## config.mk

```make
export PLATFORM = sky130hd
export DESIGN_NAME = vna_front
export DESIGN_NICKNAME = d
export VERILOG_FILES = /design/src/hdl/vna_pkg.sv /design/src/hdl/vna_front.sv
export SDC_FILE = /design/constraint.sdc
export NUM_CORES = 1
export LEC_CHECK = 0
export ABC_AREA = 0
export CAP_MARGIN = 20
export CORE_AREA = 2 2 77 79
export DETAILED_ROUTE_END_ITERATION = 8
export DIE_AREA = 0 0 79 81
export DONT_BUFFER_PORTS = 1
export PLACE_DENSITY = 0.65
export SLEW_MARGIN = 20
export SYNTH_ARGS = -nofsm -noshare
export SYNTH_HDL_FRONTEND = slang
export SYNTH_SLANG_ARGS = --single-unit
```

## constraint.sdc

```tcl
create_clock -name clk_i -period 2.42 [get_ports clk_i]
set_input_delay 0.242 -clock clk_i [delete_from_list [all_inputs] [get_ports clk_i]]
set_output_delay 0.242 -clock clk_i [all_outputs]
set_load 0.05 [all_outputs]
```

## src/hdl/vna_pkg.sv

```systemverilog
`default_nettype none
// -----------------------------------------------------------------------------
// vna_pkg - shared types and constants
// Item formats, command format between front and back, opcodes, status codes
// and the back-end sequencer states of the vertex normal accumulator.
// -----------------------------------------------------------------------------
package vna_pkg;

  // sizes
  localparam int VIDX_W   = 10;
  localparam int CNT_W    = VIDX_W + 1;
  localparam int NUM_VERT = 1 << VIDX_W;
  localparam int CRD_W    = 16;
  localparam int POS_W    = 3 * CRD_W;
  localparam int EDGE_W   = CRD_W + 1;
  localparam int PROD_W   = 2 * EDGE_W;
  localparam int CROSS_W  = PROD_W + 1;
  localparam int ACC_W    = 48;
  localparam int ACCW_W   = 3 * ACC_W;
  localparam int MAG_W    = 30;
  localparam int SQ_W     = 2 * MAG_W + 2;
  localparam int ROOT_W   = SQ_W / 2;
  localparam int REM_W    = ROOT_W + 3;
  localparam int NRM_W    = 16;
  localparam int FRAC_W   = 14;
  localparam int QUO_W    = 16;
  localparam int DIV_W    = 48;
  localparam int QDEPTH   = 4;
  localparam int QPTR_W   = 2;
  localparam logic [QUO_W-1:0] ONE_Q14 = QUO_W'(1 << FRAC_W);

  typedef enum logic [1:0] {
    OP_WRITE    = 2'd0,
    OP_TRIANGLE = 2'd1,
    OP_CLEAR    = 2'd2,
    OP_READ     = 2'd3
  } op_e;

  typedef enum logic [1:0] {
    ST_VALID    = 2'd0,
    ST_ZERO_LEN = 2'd1,
    ST_RANGE    = 2'd2
  } status_e;

  typedef enum logic [3:0] {
    S_CLR, S_IDLE, S_PRD, S_EDGE, S_MUL, S_ARD, S_AWR, S_RRD, S_RMAG,
    S_SHIFT, S_SQ, S_SQRT, S_DIVINIT, S_DIV, S_DSTORE, S_EMIT
  } bstate_e;

  typedef struct packed {
    op_e                     opcode;
    logic [VIDX_W-1:0]       vertex_index;
    logic signed [CRD_W-1:0] coord_x;
    logic signed [CRD_W-1:0] coord_y;
    logic signed [CRD_W-1:0] coord_z;
    logic [VIDX_W-1:0]       corner_a;
    logic [VIDX_W-1:0]       corner_b;
    logic [VIDX_W-1:0]       corner_c;
  } in_item_t;

  typedef struct packed {
    logic [VIDX_W-1:0]       normal_vertex;
    logic signed [NRM_W-1:0] normal_x;
    logic signed [NRM_W-1:0] normal_y;
    logic signed [NRM_W-1:0] normal_z;
    status_e                 status;
  } out_item_t;

  // classified command; vertex holds the offending index when bad is set
  typedef struct packed {
    op_e               op;
    logic              bad;
    logic [VIDX_W-1:0] vertex;
    logic [POS_W-1:0]  pos;
    logic [VIDX_W-1:0] corner_a;
    logic [VIDX_W-1:0] corner_b;
    logic [VIDX_W-1:0] corner_c;
  } cmd_t;

endpackage
`default_nettype wire

```

## src/hdl/vna_front.sv

```systemverilog
`default_nettype none
// -----------------------------------------------------------------------------
// vna_front - input stage
// Holds the vertex count register, range-checks indices and turns each input
// transfer into a command for the queue.
// -----------------------------------------------------------------------------
module vna_front import vna_pkg::*; (
  input  wire logic             clk_i,
  input  wire logic             rst_ni,
  input  wire logic             in_valid_i,
  output logic                  in_ready_o,
  input  wire in_item_t         in_data_i,
  input  wire logic             cfg_we_i,
  input  wire logic [CNT_W-1:0] cfg_wdata_i,
  input  wire logic             init_done_i,
  input  wire logic             q_full_i,
  output logic                  push_o,
  output cmd_t                  cmd_o
);

  logic [CNT_W-1:0] vcount_q;
  logic ok_v, ok_a, ok_b, ok_c;

  // vertex count register
  always_ff @(posedge clk_i or negedge rst_ni) begin
    if (!rst_ni) begin
      vcount_q <= '0;
    end else if (cfg_we_i) begin
      vcount_q <= cfg_wdata_i;
    end
  end

  assign ok_v = {1'b0, in_data_i.vertex_index} < vcount_q;
  assign ok_a = {1'b0, in_data_i.corner_a} < vcount_q;
  assign ok_b = {1'b0, in_data_i.corner_b} < vcount_q;
  assign ok_c = {1'b0, in_data_i.corner_c} < vcount_q;

  // classify
  always_comb begin
    cmd_o.op       = in_data_i.opcode;
    cmd_o.pos      = {in_data_i.coord_x, in_data_i.coord_y, in_data_i.coord_z};
    cmd_o.corner_a = in_data_i.corner_a;
    cmd_o.corner_b = in_data_i.corner_b;
    cmd_o.corner_c = in_data_i.corner_c;
    cmd_o.vertex   = in_data_i.vertex_index;
    cmd_o.bad      = 1'b0;
    unique case (in_data_i.opcode)
      OP_WRITE, OP_READ: begin
        cmd_o.bad = !ok_v;
      end
      OP_TRIANGLE: begin
        cmd_o.bad = !(ok_a && ok_b && ok_c);
        if (!ok_a) begin
          cmd_o.vertex = in_data_i.corner_a;
        end else if (!ok_b) begin
          cmd_o.vertex = in_data_i.corner_b;
        end else begin
          cmd_o.vertex = in_data_i.corner_c;
        end
      end
      default: begin
        cmd_o.bad = 1'b0;
      end
    endcase
  end

  assign in_ready_o = init_done_i && !q_full_i;
  assign push_o     = in_valid_i && in_ready_o;

endmodule
`default_nettype wire

```

== Yosys cells after proc, flatten, opt, wreduce, memory -nomap -nowiden ==
Cells that the tools add are included.

* Word-level logic and storage cells: 20
* Output and inout port bits: 93
* Bits in registers: 11

* Reductions and logical operators: 9
* Eq/ne operators: 2
* $lt $le $gt $ge: 4
* Muxes and demuxes: 4

{| class="wikitable"
|+ Operators with widths
! operator !! count
|-
| $lt 10x11->1 || 4
|-
| $mux 10 || 3
|-
| $logic_and 1x1->1 || 4
|-
| $logic_not 1->1 || 3
|-
| $eq 2x1->1 const B || 1
|-
| $eq 2x2->1 const B || 1
|-
| $logic_not 2->1 || 1
|-
| $pmux 1 s2 || 1
|-
| $reduce_or 2->1 || 1
|}

== Depth between registers and ports, before layout ==
* Depth after elaboration: 5
* Gate-level depth with buffers: 9
* Depth with buffers taken out: 8

== Worst setup path before layout ==
No wires, ideal clock.

* Path type: register to output
* Start point: reg vcount_q[9]
* End point: out cmd_o[78] in the netlist's numbering
* Slack: -0.377 ns
* Stages on the path, launching flop included: 10
* Path buffers: 1
* Arrival time: 2.555 ns
* Cells stage by stage: dfrtp_1 > inv_1 > ha_1 > and3_4 > and3_4 > a221oi_2 > a21oi_2 > buf_6 > mux2i_1 > o221ai_1

{| class="wikitable"
|+ RTL lines
! element !! RTL line !! RTL
|-
| start: declaration || vna_front.sv:21 || <nowiki>logic [CNT_W-1:0] vcount_q;</nowiki>
|-
| start signal: assignment || vna_front.sv:29 || <nowiki>vcount_q <= cfg_wdata_i;</nowiki>
|-
| end: declaration || vna_front.sv:18 || <nowiki>output cmd_t cmd_o</nowiki>
|}

==> flow_summary.json <==
{
  "outcome": "finished, violations left",
  "violations": "setup timing",
  "cts_buffer_depth": 2,
  "setup-violations-final": 10,
  "antenna_found_initial": 0,
  "clock_sinks": 11,
  "regMostFlops": "vcount_q",
  "n_antenna_cell": 0,
  "postLayoutCellArea_mm2": 0.002386,
  "post-route-util_pct": 42.04,
  "pre_cts_ws_ns": -0.03649,
  "die_w_um": 79,
  "num_rows": 28,
  "setup_ws_ns": -0.1364,
  "cts_tree": "built",
  "grt.total_usage_pct": 17.06,
  "drive_above_1_share_pct": 34.86,
  "drt-initial-drc-count": 74,
  "routed_wl_um": 5388,
  "critPathKind": "reg -> out",
  "top_usage_layer": "met2",
  "place_congestion": 0.8514,
  "skew_ns": 0,
  "layout_common_cells": "32 x ha_1, 24 x nand2_1, 17 x buf_4",
  "synthCells": 266,
  "rsz0062_at_grt": "yes",
  "core-area_mm2": 0.005675,
  "crit_fanout": 4,
  "path_clk_slew_ns": 0.05,
  "syn_area_mm2": 0.002203,
  "synth_area_leaders": "buf_4 27%, ha_1 22%, dfrtp_1 12%",
  "worstPathArrival_ns": 2.31,
  "dp_hpwl_um": 4595,
  "endpoint_kind": "primary output",
  "wire_per_inst_um": 18.39,
  "syn_nets": 411,
  "cellLeakagePower_uw": 0.0009978,
  "ys_warn_count": 0,
  "start_kind": "register",
  "p_per_area_mw_per_mm2": 421.9,
  "gr-total-overflow": 0,
  "insertion_delay_ns": 0.23,
  "slew_headroom_pct": 66.95,
  "worst_slew_pin_slew_ns": 0.4940,
  "use_met3_pct": 7.111,
  "ios": 200,
  "grt_pass1_wl_um": 8569,
  "ant_nets": 0,
  "fin_crit_sh_pct": 105.6,
  "layout_commonest_cell": "ha_1",
  "synth_top_area_share_pct": 27.26,
  "synth_top_area_cell": "buf_4",
  "drt_pre_antenna_iters": 4,
  "cp_data_required_time_ns": 2.18,
  "maxCapViolCount": 0,
  "first_global_vias": 1792,
  "num-nets-final": 364,
  "start_util_pct": 38.82,
  "numCtsBuffers": 3,
  "max_freq_ghz": 0.3912,
  "slew_violations": 0,
  "grtUsageMet1_pct": 18.16,
  "ys_seq_area_share_pct": 12.49,
  "vdd_drop_max_v": 0.0003930,
  "port_buffers": 0,
  "synth_seq_cells": 11,
  "die_y_um": 81,
  "clock-root-buffer": "clkbuf_8",
  "syn_area_per_cell_um2": 8.283,
  "drc": 0,
  "vias": 1610,
  "grtUsageMet2_pct": 30.42,
  "grt_max_degree": 21,
  "min_period_ns": 2.556,
  "synth_cell_types": 33,
  "die_area_mm2": 0.006399,
  "hp-class": "in -> reg",
  "area.growth.synth_to_final_pct": 8.291,
  "dpl-instance-area_mm2": 0.002082,
  "largest_reg_flops": 11,
  "largest_registers": "vcount_q: 11 flops",
  "htreeDepth": 1,
  "fin_tns_setup_ns": -1.153,
  "power_uw": 1007,
  "vias_per_cell": 5.495,
  "timing_hold_violations_final": 0
}
-- metrics by stage --
stage,hold slack [ns],std cells
after detailed placement,-0.05327,286
after global routing,0.08955,293
after global placement,-0.05328,286
after floorplan,-0.05359,266
after CTS,0.09674,293
final,0.09903,293
-- report_power, final --
part           total (µW)  switching, µW  internal, µW
Sequential            212           11.4           201
Clock                 181           65.5           115
Combinational         613            319           294
Total                1010            396           611
-- logic make-up (layout without fill, tap and decap cells) --
logic type | count (synthesis) | after routing | synth area share (%)
AO/OA/AOI/OAI | 52 | 52 | 16.13
AND/OR/NAND/NOR | 56 | 56 | 13.74
flip-flops | 11 | 11 | 12.49
adder cells (fa/ha/maj) | 38 | 38 | 21.58
multiplexers | 12 | 12 | 5.565
buffers and inverters | 97 | 49 | 30.49
-- layout make-up --
type / count / area [µm²]
Fill cell: 557 / 3289
Timing Repair Buffer: 34 / 370.4
Tap cell: 75 / 93.84
Clock buffer: 4 / 45.04
Sequential cell: 11 / 275.3
Inverter: 11 / 41.29
Multi-Input combinational cell: 158 / 1560
-- cells in the mapped netlist --
master      n
nand2b_1   14
buf_6       1
o21a_1      1
ha_1       38
nand3_1     5
a31oi_1     1
a21o_1      6
dfrtp_1    11
a31o_2      1
a21oi_2     1
or2b_1      2
and3_4      2
inv_1      11
o221ai_1   10
a211o_1     1
clkbuf_1    5
a221oi_2    1
mux2i_1    10
o2111ai_1   2
buf_4      80
and4b_1     1
o2bb2ai_1   1
o21ai_0    13
nand4_1     3
and3_1      1
a21oi_1    13
mux2_2      2
nand2_1    24
and2_1      1
and2_2      1
nor3b_1     1
a2111o_1    1
nor2b_1     1
-- layer usage --
metal	up-vias	wire length [µm]
li1	760	-
met1	750	2014
met2	86	2711
met3	14	575
met4	0	87
met5	-	0
-- critical path, cell delays in order (launching register included) --
cell	delay (ns)
dfrtp_1	0.33
inv_2	0.05
ha_4	0.26
and3_4	0.17
and3_4	0.21
o2111ai_4	0.12
a21oi_4	0.23
buf_6	0.17
mux2i_4	0.25
o221ai_4	0.12
buf_12	0.16
-- final timing paths --
kind                          endpoint  slack (ns)  cells after the start   startpoint
max                          cmd_o[78]       -0.14                     10  vcount_q[8]
min                        vcount_q[2]         0.1                      1     cfg_we_i
max reg2reg                vcount_q[0]        1.49                      2  vcount_q[0]
min reg2reg                vcount_q[1]        0.59                      2  vcount_q[1]
max in group asynchronous  vcount_q[4]        1.68                      1       rst_ni
min in group asynchronous  vcount_q[1]        0.41                      1       rst_ni
-- timing repair --
action | CTS | global route
pin swaps | 18 | 3
setup endpoints to repair | 11 | 11
hold buffers | 1 | 0
endpoints found under the hold margin | 11 | 0
resized for setup | 36 | 5
setup buffers | 4 | 0
Note: power is estimated with default switching activity, not from simulation.
