[config.mk]
export PLATFORM = sky130hd
export DESIGN_NAME = vna_queue
export DESIGN_NICKNAME = d
export VERILOG_FILES = /design/src/hdl/vna_pkg.sv /design/src/hdl/vna_queue.sv
export SDC_FILE = /design/constraint.sdc
export NUM_CORES = 1
export LEC_CHECK = 0
export ABC_AREA = 1
export BUFFER_PORTS_ARGS = -buffer_cell sky130_fd_sc_hd__buf_2
export CAP_MARGIN = 10
export CORE_AREA = 4 4 185 187
export CTS_BUF_LIST = sky130_fd_sc_hd__clkbuf_4 sky130_fd_sc_hd__clkbuf_8
export CTS_CLUSTER_SIZE = 25
export DETAILED_ROUTE_END_ITERATION = 10
export DIE_AREA = 0 0 189 191
export HOLD_SLACK_MARGIN = 0.03
export PLACE_DENSITY = 0.68
export SYNTH_ARGS = -nofsm -noshare
export SYNTH_HDL_FRONTEND = slang
export SYNTH_SLANG_ARGS = --single-unit
[constraint.sdc]
create_clock -name clk_i -period 3.74 [get_ports clk_i]
set_input_delay 0.187 -clock clk_i [delete_from_list [all_inputs] [get_ports clk_i]]
set_output_delay 0.187 -clock clk_i [all_outputs]
set_load 0.01 [all_outputs]
[src/hdl/vna_pkg.sv]
`default_nettype none
// -----------------------------------------------------------------------------
// vna_pkg - shared types and constants
// Item formats, command format between front and back, opcodes, status codes
// and the back-end sequencer states of the vertex normal accumulator.
// -----------------------------------------------------------------------------
package vna_pkg;

  // sizes
  localparam int VIDX_W   = 10;
  localparam int CNT_W    = VIDX_W + 1;
  localparam int NUM_VERT = 1 << VIDX_W;
  localparam int CRD_W    = 16;
  localparam int POS_W    = 3 * CRD_W;
  localparam int EDGE_W   = CRD_W + 1;
  localparam int PROD_W   = 2 * EDGE_W;
  localparam int CROSS_W  = PROD_W + 1;
  localparam int ACC_W    = 48;
  localparam int ACCW_W   = 3 * ACC_W;
  localparam int MAG_W    = 30;
  localparam int SQ_W     = 2 * MAG_W + 2;
  localparam int ROOT_W   = SQ_W / 2;
  localparam int REM_W    = ROOT_W + 3;
  localparam int NRM_W    = 16;
  localparam int FRAC_W   = 14;
  localparam int QUO_W    = 16;
  localparam int DIV_W    = 48;
  localparam int QDEPTH   = 4;
  localparam int QPTR_W   = 2;
  localparam logic [QUO_W-1:0] ONE_Q14 = QUO_W'(1 << FRAC_W);

  typedef enum logic [1:0] {
    OP_WRITE    = 2'd0,
    OP_TRIANGLE = 2'd1,
    OP_CLEAR    = 2'd2,
    OP_READ     = 2'd3
  } op_e;

  typedef enum logic [1:0] {
    ST_VALID    = 2'd0,
    ST_ZERO_LEN = 2'd1,
    ST_RANGE    = 2'd2
  } status_e;

  typedef enum logic [3:0] {
    S_CLR, S_IDLE, S_PRD, S_EDGE, S_MUL, S_ARD, S_AWR, S_RRD, S_RMAG,
    S_SHIFT, S_SQ, S_SQRT, S_DIVINIT, S_DIV, S_DSTORE, S_EMIT
  } bstate_e;

  typedef struct packed {
    op_e                     opcode;
    logic [VIDX_W-1:0]       vertex_index;
    logic signed [CRD_W-1:0] coord_x;
    logic signed [CRD_W-1:0] coord_y;
    logic signed [CRD_W-1:0] coord_z;
    logic [VIDX_W-1:0]       corner_a;
    logic [VIDX_W-1:0]       corner_b;
    logic [VIDX_W-1:0]       corner_c;
  } in_item_t;

  typedef struct packed {
    logic [VIDX_W-1:0]       normal_vertex;
    logic signed [NRM_W-1:0] normal_x;
    logic signed [NRM_W-1:0] normal_y;
    logic signed [NRM_W-1:0] normal_z;
    status_e                 status;
  } out_item_t;

  // classified command; vertex holds the offending index when bad is set
  typedef struct packed {
    op_e               op;
    logic              bad;
    logic [VIDX_W-1:0] vertex;
    logic [POS_W-1:0]  pos;
    logic [VIDX_W-1:0] corner_a;
    logic [VIDX_W-1:0] corner_b;
    logic [VIDX_W-1:0] corner_c;
  } cmd_t;

endpackage
`default_nettype wire

[src/hdl/vna_queue.sv]
`default_nettype none
// -----------------------------------------------------------------------------
// vna_queue - command queue
// Short FIFO between the front and back so either side can stall alone.
// -----------------------------------------------------------------------------
module vna_queue import vna_pkg::*; (
  input  wire logic clk_i,
  input  wire logic rst_ni,
  input  wire logic push_i,
  input  wire cmd_t cmd_i,
  input  wire logic pop_i,
  output cmd_t      cmd_o,
  output logic      full_o,
  output logic      empty_o
);

  cmd_t              slot_q [QDEPTH];
  logic [QPTR_W-1:0] wptr_q, rptr_q;
  logic [QPTR_W:0]   count_q;

  // storage
  always_ff @(posedge clk_i) begin
    if (push_i) begin
      slot_q[wptr_q] <= cmd_i;
    end
  end

  // pointers and fill level
  always_ff @(posedge clk_i or negedge rst_ni) begin
    if (!rst_ni) begin
      wptr_q  <= '0;
      rptr_q  <= '0;
      count_q <= '0;
    end else begin
      if (push_i) wptr_q <= wptr_q + 1'b1;
      if (pop_i)  rptr_q <= rptr_q + 1'b1;
      count_q <= count_q + (QPTR_W+1)'(push_i) - (QPTR_W+1)'(pop_i);
    end
  end

  assign cmd_o   = slot_q[rptr_q];
  assign full_o  = count_q == (QPTR_W+1)'(QDEPTH);
  assign empty_o = count_q == '0;

endmodule
`default_nettype wire

---- After elaboration in Yosys (flattened, before gate mapping) ----
Memories as Yosys holds them, arrays and structs flattened.
Cells that the tools add are included.
word-level totals
  bits in registers ....................... 7
  bits in writable memories ............... 364
  input bits .............................. 95
  output and inout port bits .............. 93
  word-level logic and storage cells ...... 12
  memories ................................ 1
operators by class
  $add $sub $neg .......................... 4
  equal/unequal tests ..................... 1
  mux-type cells .......................... 2
  reductions and logical operators ........ 1
memory list
  name    words  bits a word  rd ports  clocked after Yosys merged registers in  wr ports  RTL line         RTL
  slot_q  4      91           1         0                                        1         vna_queue.sv:17  cmd_t slot_q [QDEPTH];
operators with widths
  operator                                     number
  adder 2 x 1 -> 2 bit, second input constant  2
  adder 3 x 1 -> 3 bit                         1
  equality test 3 bit, second input constant   1
  logical NOT 3 bit                            1
  subtractor 3 x 1 -> 3 bit                    1
  two-way mux 1 bit                            2

---- Depth between registers and ports, before layout ----
  word-level depth ........................ 2
  depth in mapped cells ................... 10
  mapped depth without buffers ............ 10

---- Least setup slack after synthesis ----
Ideal clock, no wire load.
  path type ............................... register to register
  from .................................... reg wptr_q[0]
  to ...................................... mem slot_q[0][0] in the netlist's numbering (enable)
  library setup time ...................... 0.445 ns
  data arrival time ....................... 2.443 ns
  required time ........................... 3.295 ns
  slack ................................... 0.852 ns
  cell stages (with the launch flop) ...... 5
  buffers on the path ..................... 0
  period minus slack after synthesis ...... 2.888 ns
  cell sequence ........................... dfrtp_1 -> inv_1 -> ha_1 -> nand2_1 -> inv_1
RTL lines
  item                    RTL line         RTL
  start, declared         vna_queue.sv:18  logic [QPTR_W-1:0] wptr_q, rptr_q;
  start signal, assigned  vna_queue.sv:35  if (push_i) wptr_q <= wptr_q + 1'b1;
  end, declared           vna_queue.sv:17
No word-level cell before the write port.

==> qor.csv <==
stage,metric,value,unit
yosys,post-synthesis compound-gate area fraction,0.000317,
yosys,Synth Area per Inst,10.7,um^2
yosys,Synth top area share,0.693,
timing,Slew Limit Fails,0,
critical_path,critical path peak fanout,76,
grt,largest net degree at the start of global routing,93,
clock_tree,Num CTS Buffers,59,
grt,initial antenna violation count,1,
detailed_routing,met3 routed WL,1790,um
yosys,synthesized-area fraction occupied by and/or/nand/nor cells,0.170,
clock_tree,clock buffer depth,3,
power_and_ir_drop,Clk network pwr share,0.244,
critical_path,CP Launch Type,register,
timing,relative slew slack,0.303,
yosys,post-synth net total,1575,
timing,Final WS setup,1000,ps
yosys,"Seq/Total Area, Yosys",0.704,
finish,Layout area overhead,21.4,%
detailed_routing,DRC viols,0,
critical_path,slowest cell delay on critical path,850,ps
outcome,status,finished clean,
yosys,Post-synth ARST share,0.0189,
yosys,main combinational cell family by area after synthesis,simple AND/OR/NAND/NOR gates,
power_and_ir_drop,part of the power in registers,0.404,
floorplan,Initial Util,0.486,
floorplan,die height,191,um
timing,clock skew,28.6,ps
timing,Period minus WS final,2740,ps
power_and_ir_drop,Psw,5.07,mW
critical_path,CP max-delay cell,buf_4,
detailed_routing,M1 wire length,14100,um
place,Setup WS pre-CTS,1610,ps
yosys,Syn. warnings,0,
detailed_routing,top layer in use,met5,
critical_path,CP required,3550,ps
yosys,most frequent cell after synthesis,nand2_1,
finish,layout cell share with drive strength beyond 1,0.170,
floorplan,IO Pins,188,
place,number of port buffers,187,
timing,f_max,365,MHz
clock_tree,CTS Sinks,371,
critical_path,Critical Path AT,2550,ps
run,MaxCap Viol Count,0,
yosys,"top cells by area, synth","edfxtp_1 69%, nand2_1 11%, inv_1 9.0%",
place,global placement routability congestion,0.751,
yosys,synthesized-area fraction occupied by adder cells,0.00603,
power_and_ir_drop,Power per Cell Area,731,nW/um^2
timing,RSZ-0062 raised after global routing,no,
clock_tree,"Reg clk slew, reported paths",60,ps
yosys,mux share of post-synthesis cell area,0,
timing,worst-margin pin slew,1050,ps
detailed_routing,via count,10300,
grt,grt ovf,0,
power_and_ir_drop,Gate power share,0.352,
detailed_routing,Pre-Repair DR Iteration Count,5,
detailed_routing,wire length on met2,16200,um
power_and_ir_drop,Internal Power,8.93,mW
finish,Final #Nets,1867,
yosys,post-synthesis cell area,15800,um^2
detailed_routing,Routed Antenna Nets,0,
timing,# setup viols final,0,
clock_tree,htree depth,2,
grt,Total GRT Usage,0.181,
clock_tree,CTS tree,done,
detailed_routing,initial DRC count,571,
yosys,Mapped Cells,1473,
clock_tree,worst skew pair latency,600,ps
grt,vias in the first global route,10300,
critical_path,"Critical Path, Cell by Cell",buf_4 -> nand3_1 -> nand2_1 -> buf_2,
yosys,"EDFF count, synth",364,
power_and_ir_drop,worst vdd ir,501,uV
place,hpwl dp,18000,um
yosys,Yosys cell types,15,
power_and_ir_drop,switching share of power,0.362,
hold_path,min-delay worst type,in2reg,
timing,Final period util,0.732,
critical_path,Critical Path Sink Type,primary output,
yosys,post-synthesis xor/xnor area fraction,0.00167,
timing,Final TNS setup,0,ps
detailed_routing,detailed-route vias per instance,4.57,
timing,endpoints failing hold,0,
yosys,list of most frequent post-synthesis cells,"466 x nand2_1, 377 x inv_1, 364 x edfxtp_1",
floorplan,Rows,66,
floorplan,Core Box Area,32500,um^2
floorplan,die area,36100,um^2
critical_path,CP Class,reg2out,
clock_tree,CTS root buffer,clkbuf_8,
clock_tree,post-CTS resize count,0,
yosys,"flops & latches, synth",371,
yosys,most common flop cell mapped by yosys,edfxtp_1,
floorplan,chip width,189,um
grt,global-route wire length before repair,52100,um
power_and_ir_drop,leak pwr,8.94,nW
detailed_routing,drt total wl,33000,um
detailed_routing,DR WL/cell,14.6,um
yosys,Yosys top cell by area,edfxtp_1,
finish,Layout fillers,2637,
==> through the flow <==
step | power [mW] | utilization | hold WS (ps) | cells | area [um^2]
3_3_place_gp | 10.6 | 0.524 | 37.5 | 2051 | 17000
4_1_cts | 14.2 | 0.590 | 276 | 2257 | 19200
3_5_place_dp | 10.7 | 0.524 | 50.3 | 2051 | 17000
5_1_grt | 15.0 | 0.590 | 303 | 2257 | 19200
6_report | 14.0 | 0.590 | 324 | 2258 | 19200
2_1_floorplan | 9.06 | - | -109 | 1473 | 15800
==> timing repair <==
item | CTS | global route
hold buffers | 95 | 0
endpoints found under the hold margin | 376 | 0
setup buffers | 0 | 0
==> power by group through the flow <==
stage | Sequential, mW | Combinational [mW] | Clock [mW]
after floorplan | 5.71 | 3.35 | 0
after global placement | 5.72 | 4.87 | 0
after detailed placement | 5.74 | 4.95 | 0
after CTS | 5.66 | 5.04 | 3.51
after global routing | 5.71 | 5.58 | 3.69
final | 5.65 | 4.93 | 3.42
==> sequential cells by signal, indices dropped and copies added (netlist names) <==
name and cells:
wptr_q 2, rptr_q 2, count_q 3, slot_q 364
==> cells by family (layout without fill, tap and decap cells) <==
group,Yosys count,in the layout
buffers and inverters,440,782
XOR/XNOR,3,3
flip-flops,371,371
AND/OR/NAND/NOR,651,651
AO/OA/AOI/OAI,1,1
other,0,1
adder cells (fa/ha/maj),7,7
==> cells in the final DEF, fill, tap and decap left out <==
master | Yosys | routed
inv_6 | 0 | 2
xor2_1 | 3 | 3
buf_12 | 0 | 6
dfrtp_1 | 7 | 5
dfrtp_4 | 0 | 2
o21ai_0 | 1 | 1
nand2_1 | 466 | 466
fa_1 | 1 | 1
buf_2 | 34 | 187
nor3_1 | 2 | 2
diode_2 | 0 | 1
inv_1 | 377 | 372
ha_1 | 6 | 6
buf_4 | 2 | 5
nand3_1 | 183 | 183
clkinvlp_4 | 0 | 2
clkinv_1 | 0 | 8
clkinv_2 | 0 | 6
dlygate4sd3_1 | 0 | 95
clkbuf_4 | 0 | 29
edfxtp_1 | 364 | 364
inv_4 | 0 | 4
clkbuf_8 | 0 | 66
==> metal layers <==
metal  up-vias  GRT usage
li1       5181          -
met5         -          0
met4         2     0.0667
met1      4817      0.227
met2       256      0.315
met3        66     0.0347
==> layout make-up <==
| class | count | area, um^2 | area share |
|---|---|---|---|
| Sequential cell | 371 | 11100 | 0.580 |
| Multi-Input combinational cell | 662 | 2800 | 0.146 |
| Timing Repair Buffer | 293 | 2040 | 0.107 |
| Inverter | 378 | 1440 | 0.0749 |
| Clock buffer | 95 | 1130 | 0.0588 |
| Tap cell | 442 | 553 | 0.0289 |
| Clock inverter | 16 | 78.8 | 0.00412 |
| Antenna cell | 1 | 2.50 | 0.000131 |
==> critical path: cells and delay by family (launching register included) <==
family | cells | cell delay [ps]
and+or+nand+nor | 2 | 340
buffers and inverters | 2 | 990
DFF | 1 | 570
==> final timing paths <==
path                                            start                       to  slack (ps)  cells past startpoint
worst max-delay path            rptr_q[1]$_DFFE_PN0P_                cmd_o[87]        1000                      4
worst min-delay path                         cmd_i[2]   slot_q[3][2]$_DFFE_PP_         320                      2
worst max register to register  wptr_q[1]$_DFFE_PN0P_  slot_q[1][81]$_DFFE_PP_        1670                      5
worst min register to register  wptr_q[0]$_DFFE_PN0P_    wptr_q[0]$_DFFE_PN0P_         540                      1
max in group asynchronous                      rst_ni    rptr_q[0]$_DFFE_PN0P_        2820                      3
min in group asynchronous                      rst_ni    rptr_q[1]$_DFFE_PN0P_         590                      3
Power figures use the tool's default switching activity.
